`config.mk`:
```
export PLATFORM = sky130hd
export DESIGN_NAME = heavy_hitter_candidate_vote_core
export DESIGN_NICKNAME = d
export VERILOG_FILES = /design/src/design/hhcv_pkg.sv /design/src/design/hhcv_front.sv /design/src/design/hhcv_fifo.sv /design/src/design/hhcv_back.sv /design/src/design/heavy_hitter_candidate_vote_core.sv
export SDC_FILE = /design/constraint.sdc
export NUM_CORES = 1
export LEC_CHECK = 0
export BUFFER_PORTS_ARGS = -buffer_cell sky130_fd_sc_hd__buf_2
export CORE_ASPECT_RATIO = 0.9
export CORE_UTILIZATION = 51
export DETAILED_ROUTE_END_ITERATION = 10
export PLACE_DENSITY = 0.69
export SYNTH_ARGS = -nofsm -noshare
export SYNTH_HDL_FRONTEND = slang
export SYNTH_SLANG_ARGS = --single-unit
export TNS_END_PERCENT = 50
```
`constraint.sdc`:
```
create_clock -name clk -period 12.9 [get_ports clk]
set_clock_uncertainty 0.1 [all_clocks]
set_input_delay 1.935 -clock clk [delete_from_list [all_inputs] [get_ports clk]]
set_output_delay 1.935 -clock clk [all_outputs]
set_load 0.02 [all_outputs]
```
`src/design/hhcv_pkg.sv`:
```
package hhcv_pkg;

	localparam int VALUE_W = 32;
	localparam int COUNT_W = 24;
	localparam int IDX_W = 2;
	// The slot setting register is two bits wide, so at most three slots report.
	localparam int REPORT_SLOTS = 3;
	localparam logic [IDX_W-1:0] ACTIVE_SLOTS_RESET = 2'd3;

	typedef struct packed {
		logic signed [VALUE_W-1:0] value;
		logic end_of_set;
	} in_word_t;

	typedef struct packed {
		logic [IDX_W-1:0] slot_index;
		logic signed [VALUE_W-1:0] candidate_value;
		logic [COUNT_W-1:0] candidate_count;
		logic final_result;
	} out_word_t;

	typedef struct packed {
		logic [REPORT_SLOTS-1:0][VALUE_W-1:0] values;
		logic [REPORT_SLOTS-1:0][COUNT_W-1:0] counts;
		logic [IDX_W-1:0] used;
	} snap_t;

endpackage

```
`src/design/hhcv_front.sv`:
```
module hhcv_front #(
	parameter int SLOTS = 3,
	parameter int VALUE_BITS = 32,
	parameter int COUNT_BITS = 24
) (
	input  logic clk,
	input  logic arst_n,
	input  logic cfg_wen,
	input  logic [hhcv_pkg::IDX_W-1:0] cfg_wdata,
	input  logic in_valid,
	output logic in_ready,
	input  hhcv_pkg::in_word_t in_word,
	output logic push_valid,
	input  logic push_ready,
	output hhcv_pkg::snap_t push_data
);

	localparam logic [VALUE_BITS-1:0] VALUE_RESET = {1'b0, {(VALUE_BITS-1){1'b1}}};
	localparam logic [COUNT_BITS-1:0] COUNT_MAX = '1;

	logic [hhcv_pkg::IDX_W-1:0] active_slots_q;
	logic [VALUE_BITS-1:0] val_q [SLOTS];
	logic [COUNT_BITS-1:0] cnt_q [SLOTS];
	logic [VALUE_BITS-1:0] nval [SLOTS];
	logic [COUNT_BITS-1:0] ncnt [SLOTS];
	logic [SLOTS-1:0] act, mhit, fhit;
	logic done;
	logic [hhcv_pkg::IDX_W-1:0] used;
	logic [VALUE_BITS-1:0] v;
	logic accept;
	logic [hhcv_pkg::VALUE_W-1:0] rep_val [hhcv_pkg::REPORT_SLOTS];
	logic [hhcv_pkg::COUNT_W-1:0] rep_cnt [hhcv_pkg::REPORT_SLOTS];

	assign in_ready = push_ready;
	assign accept = in_valid && in_ready;
	assign v = VALUE_BITS'(in_word.value);

	always_ff @(posedge clk or negedge arst_n) begin
		if (!arst_n) begin
			active_slots_q <= hhcv_pkg::ACTIVE_SLOTS_RESET;
		end else if (cfg_wen) begin
			active_slots_q <= cfg_wdata;
		end
	end

	// A zero setting acts as one slot, and the slots in use never exceed the slots built.
	always_comb begin
		used = (active_slots_q == '0) ? hhcv_pkg::IDX_W'(1) : active_slots_q;
		if (int'(used) > SLOTS) begin
			used = hhcv_pkg::IDX_W'(SLOTS);
		end
	end

	always_comb begin
		done = 1'b0;
		for (int i = 0; i < SLOTS; i++) begin
			act[i] = i < int'(used);
			mhit[i] = 1'b0;
			fhit[i] = 1'b0;
		end
		// An equal value wins first, even in a stale slot whose count is zero.
		for (int i = 0; i < SLOTS; i++) begin
			if (act[i] && val_q[i] == v && !done) begin
				mhit[i] = 1'b1;
				done = 1'b1;
			end
		end
		for (int i = 0; i < SLOTS; i++) begin
			if (act[i] && cnt_q[i] == '0 && !done) begin
				fhit[i] = 1'b1;
				done = 1'b1;
			end
		end
		for (int i = 0; i < SLOTS; i++) begin
			nval[i] = val_q[i];
			ncnt[i] = cnt_q[i];
			if (mhit[i]) begin
				if (cnt_q[i] != COUNT_MAX) begin
					ncnt[i] = cnt_q[i] + COUNT_BITS'(1);
				end
			end else if (fhit[i]) begin
				nval[i] = v;
				ncnt[i] = COUNT_BITS'(1);
			end else if (!done && act[i]) begin
				ncnt[i] = cnt_q[i] - COUNT_BITS'(1);
			end
		end
	end

	always_ff @(posedge clk or negedge arst_n) begin
		if (!arst_n) begin
			for (int i = 0; i < SLOTS; i++) begin
				val_q[i] <= VALUE_RESET;
				cnt_q[i] <= '0;
			end
		end else if (accept) begin
			for (int i = 0; i < SLOTS; i++) begin
				val_q[i] <= in_word.end_of_set ? VALUE_RESET : nval[i];
				cnt_q[i] <= in_word.end_of_set ? '0 : ncnt[i];
			end
		end
	end

	for (genvar r = 0; r < hhcv_pkg::REPORT_SLOTS; r++) begin : g_rep
		if (r < SLOTS) begin : g_used
			assign rep_val[r] = hhcv_pkg::VALUE_W'(nval[r]);
			assign rep_cnt[r] = hhcv_pkg::COUNT_W'(ncnt[r]);
		end else begin : g_none
			assign rep_val[r] = '0;
			assign rep_cnt[r] = '0;
		end
	end

	always_comb begin
		push_data.used = used;
		for (int r = 0; r < hhcv_pkg::REPORT_SLOTS; r++) begin
			push_data.values[r] = rep_val[r];
			push_data.counts[r] = rep_cnt[r];
		end
	end

	assign push_valid = accept && in_word.end_of_set;

endmodule

```
`src/design/hhcv_fifo.sv`:
```
module hhcv_fifo (
	input  logic clk,
	input  logic arst_n,
	input  logic push_valid,
	output logic push_ready,
	input  hhcv_pkg::snap_t push_data,
	output logic pop_valid,
	input  logic pop_ready,
	output hhcv_pkg::snap_t pop_data
);

	hhcv_pkg::snap_t mem_q [2];
	logic wr_q, rd_q;
	logic [1:0] fill_q;
	logic do_push, do_pop;

	assign push_ready = fill_q != 2'd2;
	assign pop_valid = fill_q != 2'd0;
	assign pop_data = mem_q[rd_q];
	assign do_push = push_valid && push_ready;
	assign do_pop = pop_valid && pop_ready;

	always_ff @(posedge clk) begin
		if (do_push) begin
			mem_q[wr_q] <= push_data;
		end
	end

	always_ff @(posedge clk or negedge arst_n) begin
		if (!arst_n) begin
			wr_q <= 1'b0;
			rd_q <= 1'b0;
			fill_q <= 2'd0;
		end else begin
			if (do_push) begin
				wr_q <= !wr_q;
			end
			if (do_pop) begin
				rd_q <= !rd_q;
			end
			fill_q <= fill_q + 2'(do_push) - 2'(do_pop);
		end
	end

endmodule

```
`src/design/hhcv_back.sv`:
```
module hhcv_back (
	input  logic clk,
	input  logic arst_n,
	input  logic pop_valid,
	output logic pop_ready,
	input  hhcv_pkg::snap_t pop_data,
	output logic out_valid,
	input  logic out_ready,
	output hhcv_pkg::out_word_t out_word
);

	hhcv_pkg::snap_t snap_q;
	logic busy_q;
	logic [hhcv_pkg::IDX_W-1:0] idx_q;
	logic last;
	logic load;

	assign last = idx_q == snap_q.used - hhcv_pkg::IDX_W'(1);
	assign load = !busy_q || (out_ready && last);
	assign pop_ready = load;

	always_ff @(posedge clk) begin
		if (load && pop_valid) begin
			snap_q <= pop_data;
		end
	end

	always_ff @(posedge clk or negedge arst_n) begin
		if (!arst_n) begin
			busy_q <= 1'b0;
			idx_q <= '0;
		end else if (load) begin
			busy_q <= pop_valid;
			idx_q <= '0;
		end else if (out_ready) begin
			idx_q <= idx_q + hhcv_pkg::IDX_W'(1);
		end
	end

	assign out_valid = busy_q;
	assign out_word.slot_index = idx_q;
	assign out_word.candidate_value = snap_q.values[idx_q];
	assign out_word.candidate_count = snap_q.counts[idx_q];
	assign out_word.final_result = last;

	a_used_nonzero: assert property (@(posedge clk) disable iff (!arst_n)
		busy_q |-> snap_q.used != '0)
		else $error("snapshot reports no slots");

	a_idx_in_range: assert property (@(posedge clk) disable iff (!arst_n)
		busy_q |-> idx_q < snap_q.used)
		else $error("slot index beyond the slots in use");

	a_idx_steps: assert property (@(posedge clk) disable iff (!arst_n)
		(out_valid && out_ready && !out_word.final_result) |=>
		(out_valid && out_word.slot_index == $past(idx_q) + hhcv_pkg::IDX_W'(1)))
		else $error("slot reports out of order");

endmodule

```
`src/design/heavy_hitter_candidate_vote_core.sv`:
```
// Candidate vote core: streams signed 32-bit words and tracks up to three
// candidate slots, each a value with a saturating vote count.
// Input channel in_valid/in_ready/in_word carries one value and an end_of_set
// flag. Without end_of_set a word only updates the slots and gives no result.
// With end_of_set the word is applied, the updated slots are captured, and
// the slots return to their reset contents for the next set.
// Output channel out_valid/out_ready/out_word then reports one word per
// active slot in slot order, the last one flagged by final_result.
// cfg_wen/cfg_wdata write the active slot count; write it only while idle.
// Throughput: one input word per cycle while the queue has room. A set's
// first report comes once its snapshot has moved through the queue into the
// report stage, then one per cycle while out_ready is high. The front stage
// updates the slots; a two-deep snapshot queue lets it keep taking words
// while the report stage drains a set, and it stalls only when two captured
// sets are still waiting behind out_ready. Reset clears the slots, the queue
// and the report stage, and sets the active slot count to three.
module heavy_hitter_candidate_vote_core #(
	parameter int SLOTS = 3,
	parameter int VALUE_BITS = 32,
	parameter int COUNT_BITS = 24
) (
	input  logic clk,
	input  logic arst_n,
	input  logic cfg_wen,
	input  logic [hhcv_pkg::IDX_W-1:0] cfg_wdata,
	input  logic in_valid,
	output logic in_ready,
	input  hhcv_pkg::in_word_t in_word,
	output logic out_valid,
	input  logic out_ready,
	output hhcv_pkg::out_word_t out_word
);

	logic push_valid, push_ready, pop_valid, pop_ready;
	hhcv_pkg::snap_t push_data, pop_data;

	hhcv_front #(
		.SLOTS(SLOTS),
		.VALUE_BITS(VALUE_BITS),
		.COUNT_BITS(COUNT_BITS)
	) u_front (
		.clk(clk),
		.arst_n(arst_n),
		.cfg_wen(cfg_wen),
		.cfg_wdata(cfg_wdata),
		.in_valid(in_valid),
		.in_ready(in_ready),
		.in_word(in_word),
		.push_valid(push_valid),
		.push_ready(push_ready),
		.push_data(push_data)
	);

	hhcv_fifo u_fifo (
		.clk(clk),
		.arst_n(arst_n),
		.push_valid(push_valid),
		.push_ready(push_ready),
		.push_data(push_data),
		.pop_valid(pop_valid),
		.pop_ready(pop_ready),
		.pop_data(pop_data)
	);

	hhcv_back u_back (
		.clk(clk),
		.arst_n(arst_n),
		.pop_valid(pop_valid),
		.pop_ready(pop_ready),
		.pop_data(pop_data),
		.out_valid(out_valid),
		.out_ready(out_ready),
		.out_word(out_word)
	);

endmodule
```
==> flow_metrics.tcl, run 1 <==
set metrics [dict create \
    status "complete, no violations" \
    worst_setup_path_start_kind "input pin" \
    drtIter0Drc 2968 \
    ant_nets 0 \
    grt_overflow 0 \
    numCtsBuffers 71 \
    drive_above_1_share 0.206 \
    route.met2.wl_mm 40.0 \
    yosys.area.top_type "edfxtp_1" \
    grt_pass1_wl_mm 141 \
    cp_slowest_stage_delay_ns 0.68 \
    critPathMaxFanout 31 \
    core_area_um2 64300 \
    setup_ws_ns 7.48 \
    critPathSlowestCell "nor2_1" \
    startpoint "in_word[5]" \
    die_h_um 245 \
    seqPwrFrac 0.429 \
    async_reset_ff_frac 0.258 \
    worst_hold_slack_ns 0.413 \
    netlist_instances 2768 \
    cp-end-kind "register" \
    routabilityCongestion 0.984 \
    ys_seq_area_frac 0.596 \
    synth_warnings 0 \
    h-tree-depth 3 \
    syn-cell-area_um2 33300 \
    drt_first_pass_iters 6 \
    clock_latency_ns 0.63 \
    p_leak_nw 12.9 \
    vias_per_cell 6.40 \
    final_cell_area_um2 36700 \
    internal-power_mw 5.76 \
    clkTransAtPathRegs_ns 0.06 \
    crit_end "u_front.cnt_q[46]$_DFFE_PN0P_" \
    drc 0 \
    fin_cells 3670 \
    yosys.area.top_type_share 0.460 \
    r2r-end "u_front.val_q[10]$_DFFE_PN1P_" \
    hp-class "reg2reg" \
    initial_utilization 0.518 \
    wl_mm 93.5 \
    syn_nets 2818 \
    ys_types 81 \
    root_buffer "clkbuf_16" \
    drv_cap 0 \
    power_frac_comb 0.345 \
    postLayoutCoreUtil 0.571 \
    ioPinCount 101 \
    p_per_area_nw_per_um2 248 \
    cts_hold_buf 0 \
    dieArea_um2 66400 \
    final_hold_viol_count 0 \
    r2r_cells 11 \
    grt_start_max_net_pins 134 \
    layout_common_cells "edfxtp_1 (510), nand2_1 (369), mux2_2 (204)" \
    dp_cells 3534 \
    layout_commonest_cell "edfxtp_1" \
    synth-seq-cells 687 \
    vias 23500 \
    syn_area_per_cell_um2 12.0 \
    fmax_mhz 184 \
    fp-row-count 88 \
    place_area_um2 34400 \
    grt_usage 0.280 \
    wl_per_cell_um 25.5 \
    port_buffers 100 \
    dr_wl_met3_mm 8.49 \
    fin_setup_tns_ns 0 \
    post-cts-setup-buffers 0 \
    crit_arrival_ns 5.86 \
    synth-edff-count 510 \
    crit_path_frequent_cell "nand2_1" \
    worst_slew_pin_slew_ns 1.31 \
    cp_cell_sequence "buf_2 -> xnor2_1 -> nand4_1 -> nor4_1 -> nand2_1 -> buf_4 -> nand2_1 -> nand2_2 -> nor2_1 -> a221oi_1 -> a21oi_1" \
    nNetsFinal 2802 \
    ff2ff_setup_slack_ns 7.85 \
    cts_resized 0 \
    slew_headroom 0.118 \
    cts_tree "built" \
    setup_viol 0 \
    grt_pass1_vias 22400 \
    cts_sinks 687 \
    p_sw_mw 3.35 \
    dp_hpwl_mm 60.4 \
    crit_required_ns 13.34 \
    slew_viol_final 0 \
    pwr-share-clk 0.226 \
    rsz0062_at_grt "no" \
    swShare 0.367 \
    ys.flop_type "edfxtp_1" \
    synthTopCellsByArea "edfxtp_1 (46%), dfstp_2 (7.5%), mux2_2 (6.9%)" \
    die_w_um 271 \
    routed.top_layer "met4" \
    area_growth_pct 10.1 \
    criticalPathCategory "in2reg" \
    period_share 0.420 \
    cts_buffer_depth 3 \
    p_total_mw 9.11 \
    vdd_ir_drop_max_uv 266 \
    antenna_found_initial 7 \
    r2r-start "u_front.cnt_q[9]$_DFFE_PN0P_" \
    fin_crit_ns 5.42 \
    drt-met1-wl_mm 43.3 \
    place_ws_ns 6.87 \
]
==> cells in the mapped netlist, types with 51 or more instances <==
library cell    n
xnor2_1        92
a21oi_1        82
mux2i_1        65
clkbuf_1      194
o22a_1        191
nor2_1        107
nand4_1        51
nand2_1       371
mux2_2        204
o21ai_0       117
dfstp_2        95
dfrtp_1        82
edfxtp_1      510
nand3_1        51
nor3_1         63
==> power by group through the flow <==
stage | combinational [mW] | clock [mW] | sequential, mW
after floorplan | 2.27 | 0 | 3.75
after global placement | 3.03 | 0 | 3.90
after detailed placement | 3.10 | 0 | 3.93
after CTS | 3.11 | 2.09 | 3.89
after global routing | 3.37 | 2.17 | 3.97
final | 3.14 | 2.06 | 3.91
==> flip-flops by register name, summed over array words and instances, names as in the netlist <==
signal	flops
u_fifo.mem_q	340
u_back.snap_q	170
u_front.val_q	96
u_front.cnt_q	72
u_back.idx_q	2
u_fifo.fill_q	2
u_front.active_slots_q	2
u_back.out_valid	1
u_fifo.rd_q	1
u_fifo.wr_q	1
==> critical path: cells and delay by family <==
kind,cells,cell delay (ns)
simple gates,6,2.69
compound gates,2,0.39
buf+inv,2,0.45
xor+xnor,1,0.38
==> cell type report <==
| cell class | instances | area, um^2 |
|---|---|---|
| Timing Repair Buffer | 136 | 805 |
| Clock buffer | 96 | 1900 |
| Inverter | 32 | 120 |
| Multi-Input combinational cell | 1824 | 12500 |
| Clock inverter | 35 | 420 |
| Fill cell | 5244 | 27600 |
| Antenna cell | 5 | 12.5 |
| Sequential cell | 687 | 19900 |
| Tap cell | 855 | 1070 |
==> layer usage <==
layer,global-route usage,up-vias
met2,0.402,1032
met3,0.0557,131
met1,0.435,11900
li1,-,10400
met4,0.0641,0
met5,0,-
==> how the worst min path moves through the flow <==
| stage | to | start | slack, ns | cells after the start |
|---|---|---|---|---|
| after floorplan | u_back.out_valid$_DFFE_PN0P_ | u_fifo.fill_q[0]$_DFF_PN0_ | 0.35 | 2 |
| after global placement | u_fifo.fill_q[1]$_DFF_PN0_ | u_fifo.fill_q[1]$_DFF_PN0_ | 0.39 | 1 |
| after detailed placement | u_fifo.fill_q[1]$_DFF_PN0_ | u_fifo.fill_q[1]$_DFF_PN0_ | 0.40 | 1 |
| after CTS | u_back.snap_q[55]$_DFFE_PP_ | u_fifo.mem_q[0][55]$_DFFE_PP_ | 0.42 | 1 |
| after global routing | u_back.snap_q[55]$_DFFE_PP_ | u_fifo.mem_q[0][55]$_DFFE_PP_ | 0.42 | 1 |
| final | u_back.snap_q[55]$_DFFE_PP_ | u_fifo.mem_q[0][55]$_DFFE_PP_ | 0.41 | 1 |
==> cell families (layout without fill, tap and decap cells) <==
family | after synthesis | in the layout | share of synthesized area
AND/OR/NAND/NOR | 839 | 839 | 0.122
flip-flops | 687 | 687 | 0.596
AO/OA/AOI/OAI | 573 | 573 | 0.124
other | 0 | 5 | 0
XOR/XNOR | 133 | 133 | 0.0350
buffers and inverters | 257 | 299 | 0.0308
multiplexers | 269 | 269 | 0.0885
adder cells (fa/ha/maj) | 10 | 10 | 0.00375
Note: power is estimated with default switching activity, not from simulation.
==> inputs of run 2 (changes only) <==
- clock period: 12.9 -> 5.34 ns (I/O delays scaled with it)
==> run 2 against run 1 <==
Net effect:
- die area did not move
- cell count is 0.76% higher
- critical path type is now reg2reg
- via count is 0.36% higher
- sequential cell count unchanged
- highest routed layer is now met5
- first-iteration DRC count decreased by 0.67%
- sequential power rose by 140%
- routed wire length is 1.4% higher
- critical path depth increased by 1
==> flow_metrics.tcl, run 2 (synthesis gave the netlist of run 1 again) <==
set metrics [dict create \
    drtIter0Drc 2948 \
    final_hold_viol_count 0 \
    post-cts-setup-buffers 0 \
    swShare 0.366 \
    place_ws_ns 0.914 \
    fin_setup_tns_ns 0 \
    root_buffer "clkbuf_16" \
    setup_viol 0 \
    final_cell_area_um2 37000 \
    cts_hold_buf 0 \
    fin_cells 3698 \
    area_growth_pct 11.1 \
    die_h_um 245 \
    wl_per_cell_um 25.7 \
    pwr-share-clk 0.223 \
    cts_resized 0 \
    h-tree-depth 3 \
    drv_cap 0 \
    top_register "u_fifo.mem_q" \
    layout_commonest_cell "edfxtp_1" \
    vdd_ir_drop_max_uv 514 \
    fin_crit_ns 4.57 \
    routabilityCongestion 0.975 \
    seqPwrFrac 0.428 \
    drive_above_1_share 0.215 \
    status "complete, no violations" \
    slew_viol_final 0 \
    initial_utilization 0.518 \
    p_sw_mw 8.05 \
    drc 0 \
    internal-power_mw 13.9 \
    critPathMaxFanout 33 \
    power_frac_comb 0.349 \
    drt_first_pass_iters 5 \
    grt_usage 0.284 \
    grt_pass1_wl_mm 142 \
    place_area_um2 34700 \
    largest_register_ffs 340 \
    wl_mm 94.9 \
    grt_pass1_vias 22300 \
    p_leak_nw 13.1 \
    rsz0062_at_grt "no" \
    crit_required_ns 5.80 \
    ioPinCount 101 \
    dp_hpwl_mm 61.9 \
    cts_buffer_depth 3 \
    hp-class "in2reg" \
    largestRegisters "u_fifo.mem_q x340, u_back.snap_q x170, u_front.val_q x96" \
    layout_common_cells "edfxtp_1 (510), nand2_1 (369), mux2_2 (204)" \
    die_w_um 271 \
    period_share 0.855 \
    crit_arrival_ns 5.02 \
    vias_per_cell 6.37 \
    worst_setup_path_start_kind "register" \
    dp_cells 3561 \
    cts_tree "built" \
    clock_latency_ns 0.64 \
    antenna_found_initial 8 \
    slew_headroom 0.147 \
    port_buffers 100 \
    core_area_um2 64300 \
    dieArea_um2 66400 \
    grt_start_max_net_pins 120 \
    vias 23600 \
    criticalPathCategory "reg2reg" \
    fp-row-count 88 \
    clkTransAtPathRegs_ns 0.06 \
    cp-end-kind "register" \
    ant_nets 0 \
    cts_sinks 687 \
    p_per_area_nw_per_um2 594 \
    grt_overflow 0 \
    nNetsFinal 2830 \
    fmax_mhz 219 \
    setup_ws_ns 0.775 \
    numCtsBuffers 72 \
    worst_slew_pin_slew_ns 1.27 \
    fill_cells 5244 \
    postLayoutCoreUtil 0.576 \
]
==> run 2: changes by cell type in the layout (fill, tap and decap cells not counted), sizes merged <==
cell / previous run / this run
buf: 136 / 163
clkbuf: 96 / 106
bufinv: 6 / 2
clkinv: 22 / 20
clkinvlp: 3 / 1
diode: 5 / 4
==> run 2: cell type report <==
type | count | area (um^2) | area share
sequential | 687 | 19900 | 0.537
timing repair buffer | 163 | 1120 | 0.0303
clock inverter | 27 | 292 | 0.00788
clock buffer | 106 | 2030 | 0.0549
antenna | 4 | 10.0 | 0.000270
multi-input combinational | 1824 | 12500 | 0.338
tap | 855 | 1070 | 0.0289
inverter | 32 | 120 | 0.00325
==> run 2: power by group through the flow <==
stage	logic (mW)	clock network (mW)	registers (mW)
final	7.67	4.91	9.41
after CTS	7.62	4.99	9.38
after floorplan	5.49	0	8.91
after global placement	7.41	0	9.39
after global routing	8.22	5.20	9.58
after detailed placement	7.57	0	9.47
==> run 2: stage by stage <==
step / hold slack (ns) / power (mW)
2_1_floorplan: 0.367 / 14.4
3_3_place_gp: 0.385 / 16.8
3_5_place_dp: 0.411 / 17.0
4_1_cts: 0.289 / 22.0
5_1_grt: 0.296 / 23.0
6_report: 0.310 / 22.0
==> run 2: metal layers <==
layer / share of wire / global-route usage / wire [um]
met1: 0.46 / 0.440 / 43600
met2: 0.42 / 0.394 / 40000
met5: 0.00036 / 0 / 34
met3: 0.097 / 0.0695 / 9180
met4: 0.022 / 0.0730 / 2070
==> run 2: worst max-delay path: stages (launching register included) <==
cell and delay (ns):
dfrtp_1 0.51, nor4_1 0.55, buf_4 0.21, nand4_1 0.08
buf_4 0.18, or2_2 0.30, nor3_1 0.60, nand3_1 0.39
nor2_4 0.71, nand2_1 0.11, buf_4 0.29, o22a_1 0.24
o22a_1 0.18
==> run 2: final timing paths <==
path	endpoint	cells past startpoint	startpoint	slack, ns
setup / recovery	u_front.val_q[18]$_DFFE_PN1P_	12	u_front.cnt_q[4]$_DFFE_PN0P_	0.77
hold / removal	u_front.active_slots_q[0]$_DFFE_PN1P_	2	cfg_wdata[0]	0.31
setup reg to reg	u_front.val_q[18]$_DFFE_PN1P_	12	u_front.cnt_q[4]$_DFFE_PN0P_	0.77
hold reg to reg	u_back.out_valid$_DFFE_PN0P_	2	u_fifo.fill_q[0]$_DFF_PN0_	0.42
max in group asynchronous	u_fifo.rd_q$_DFFE_PN0P_	2	arst_n	3.82
min in group asynchronous	u_front.val_q[89]$_DFFE_PN1P_	1	arst_n	0.40
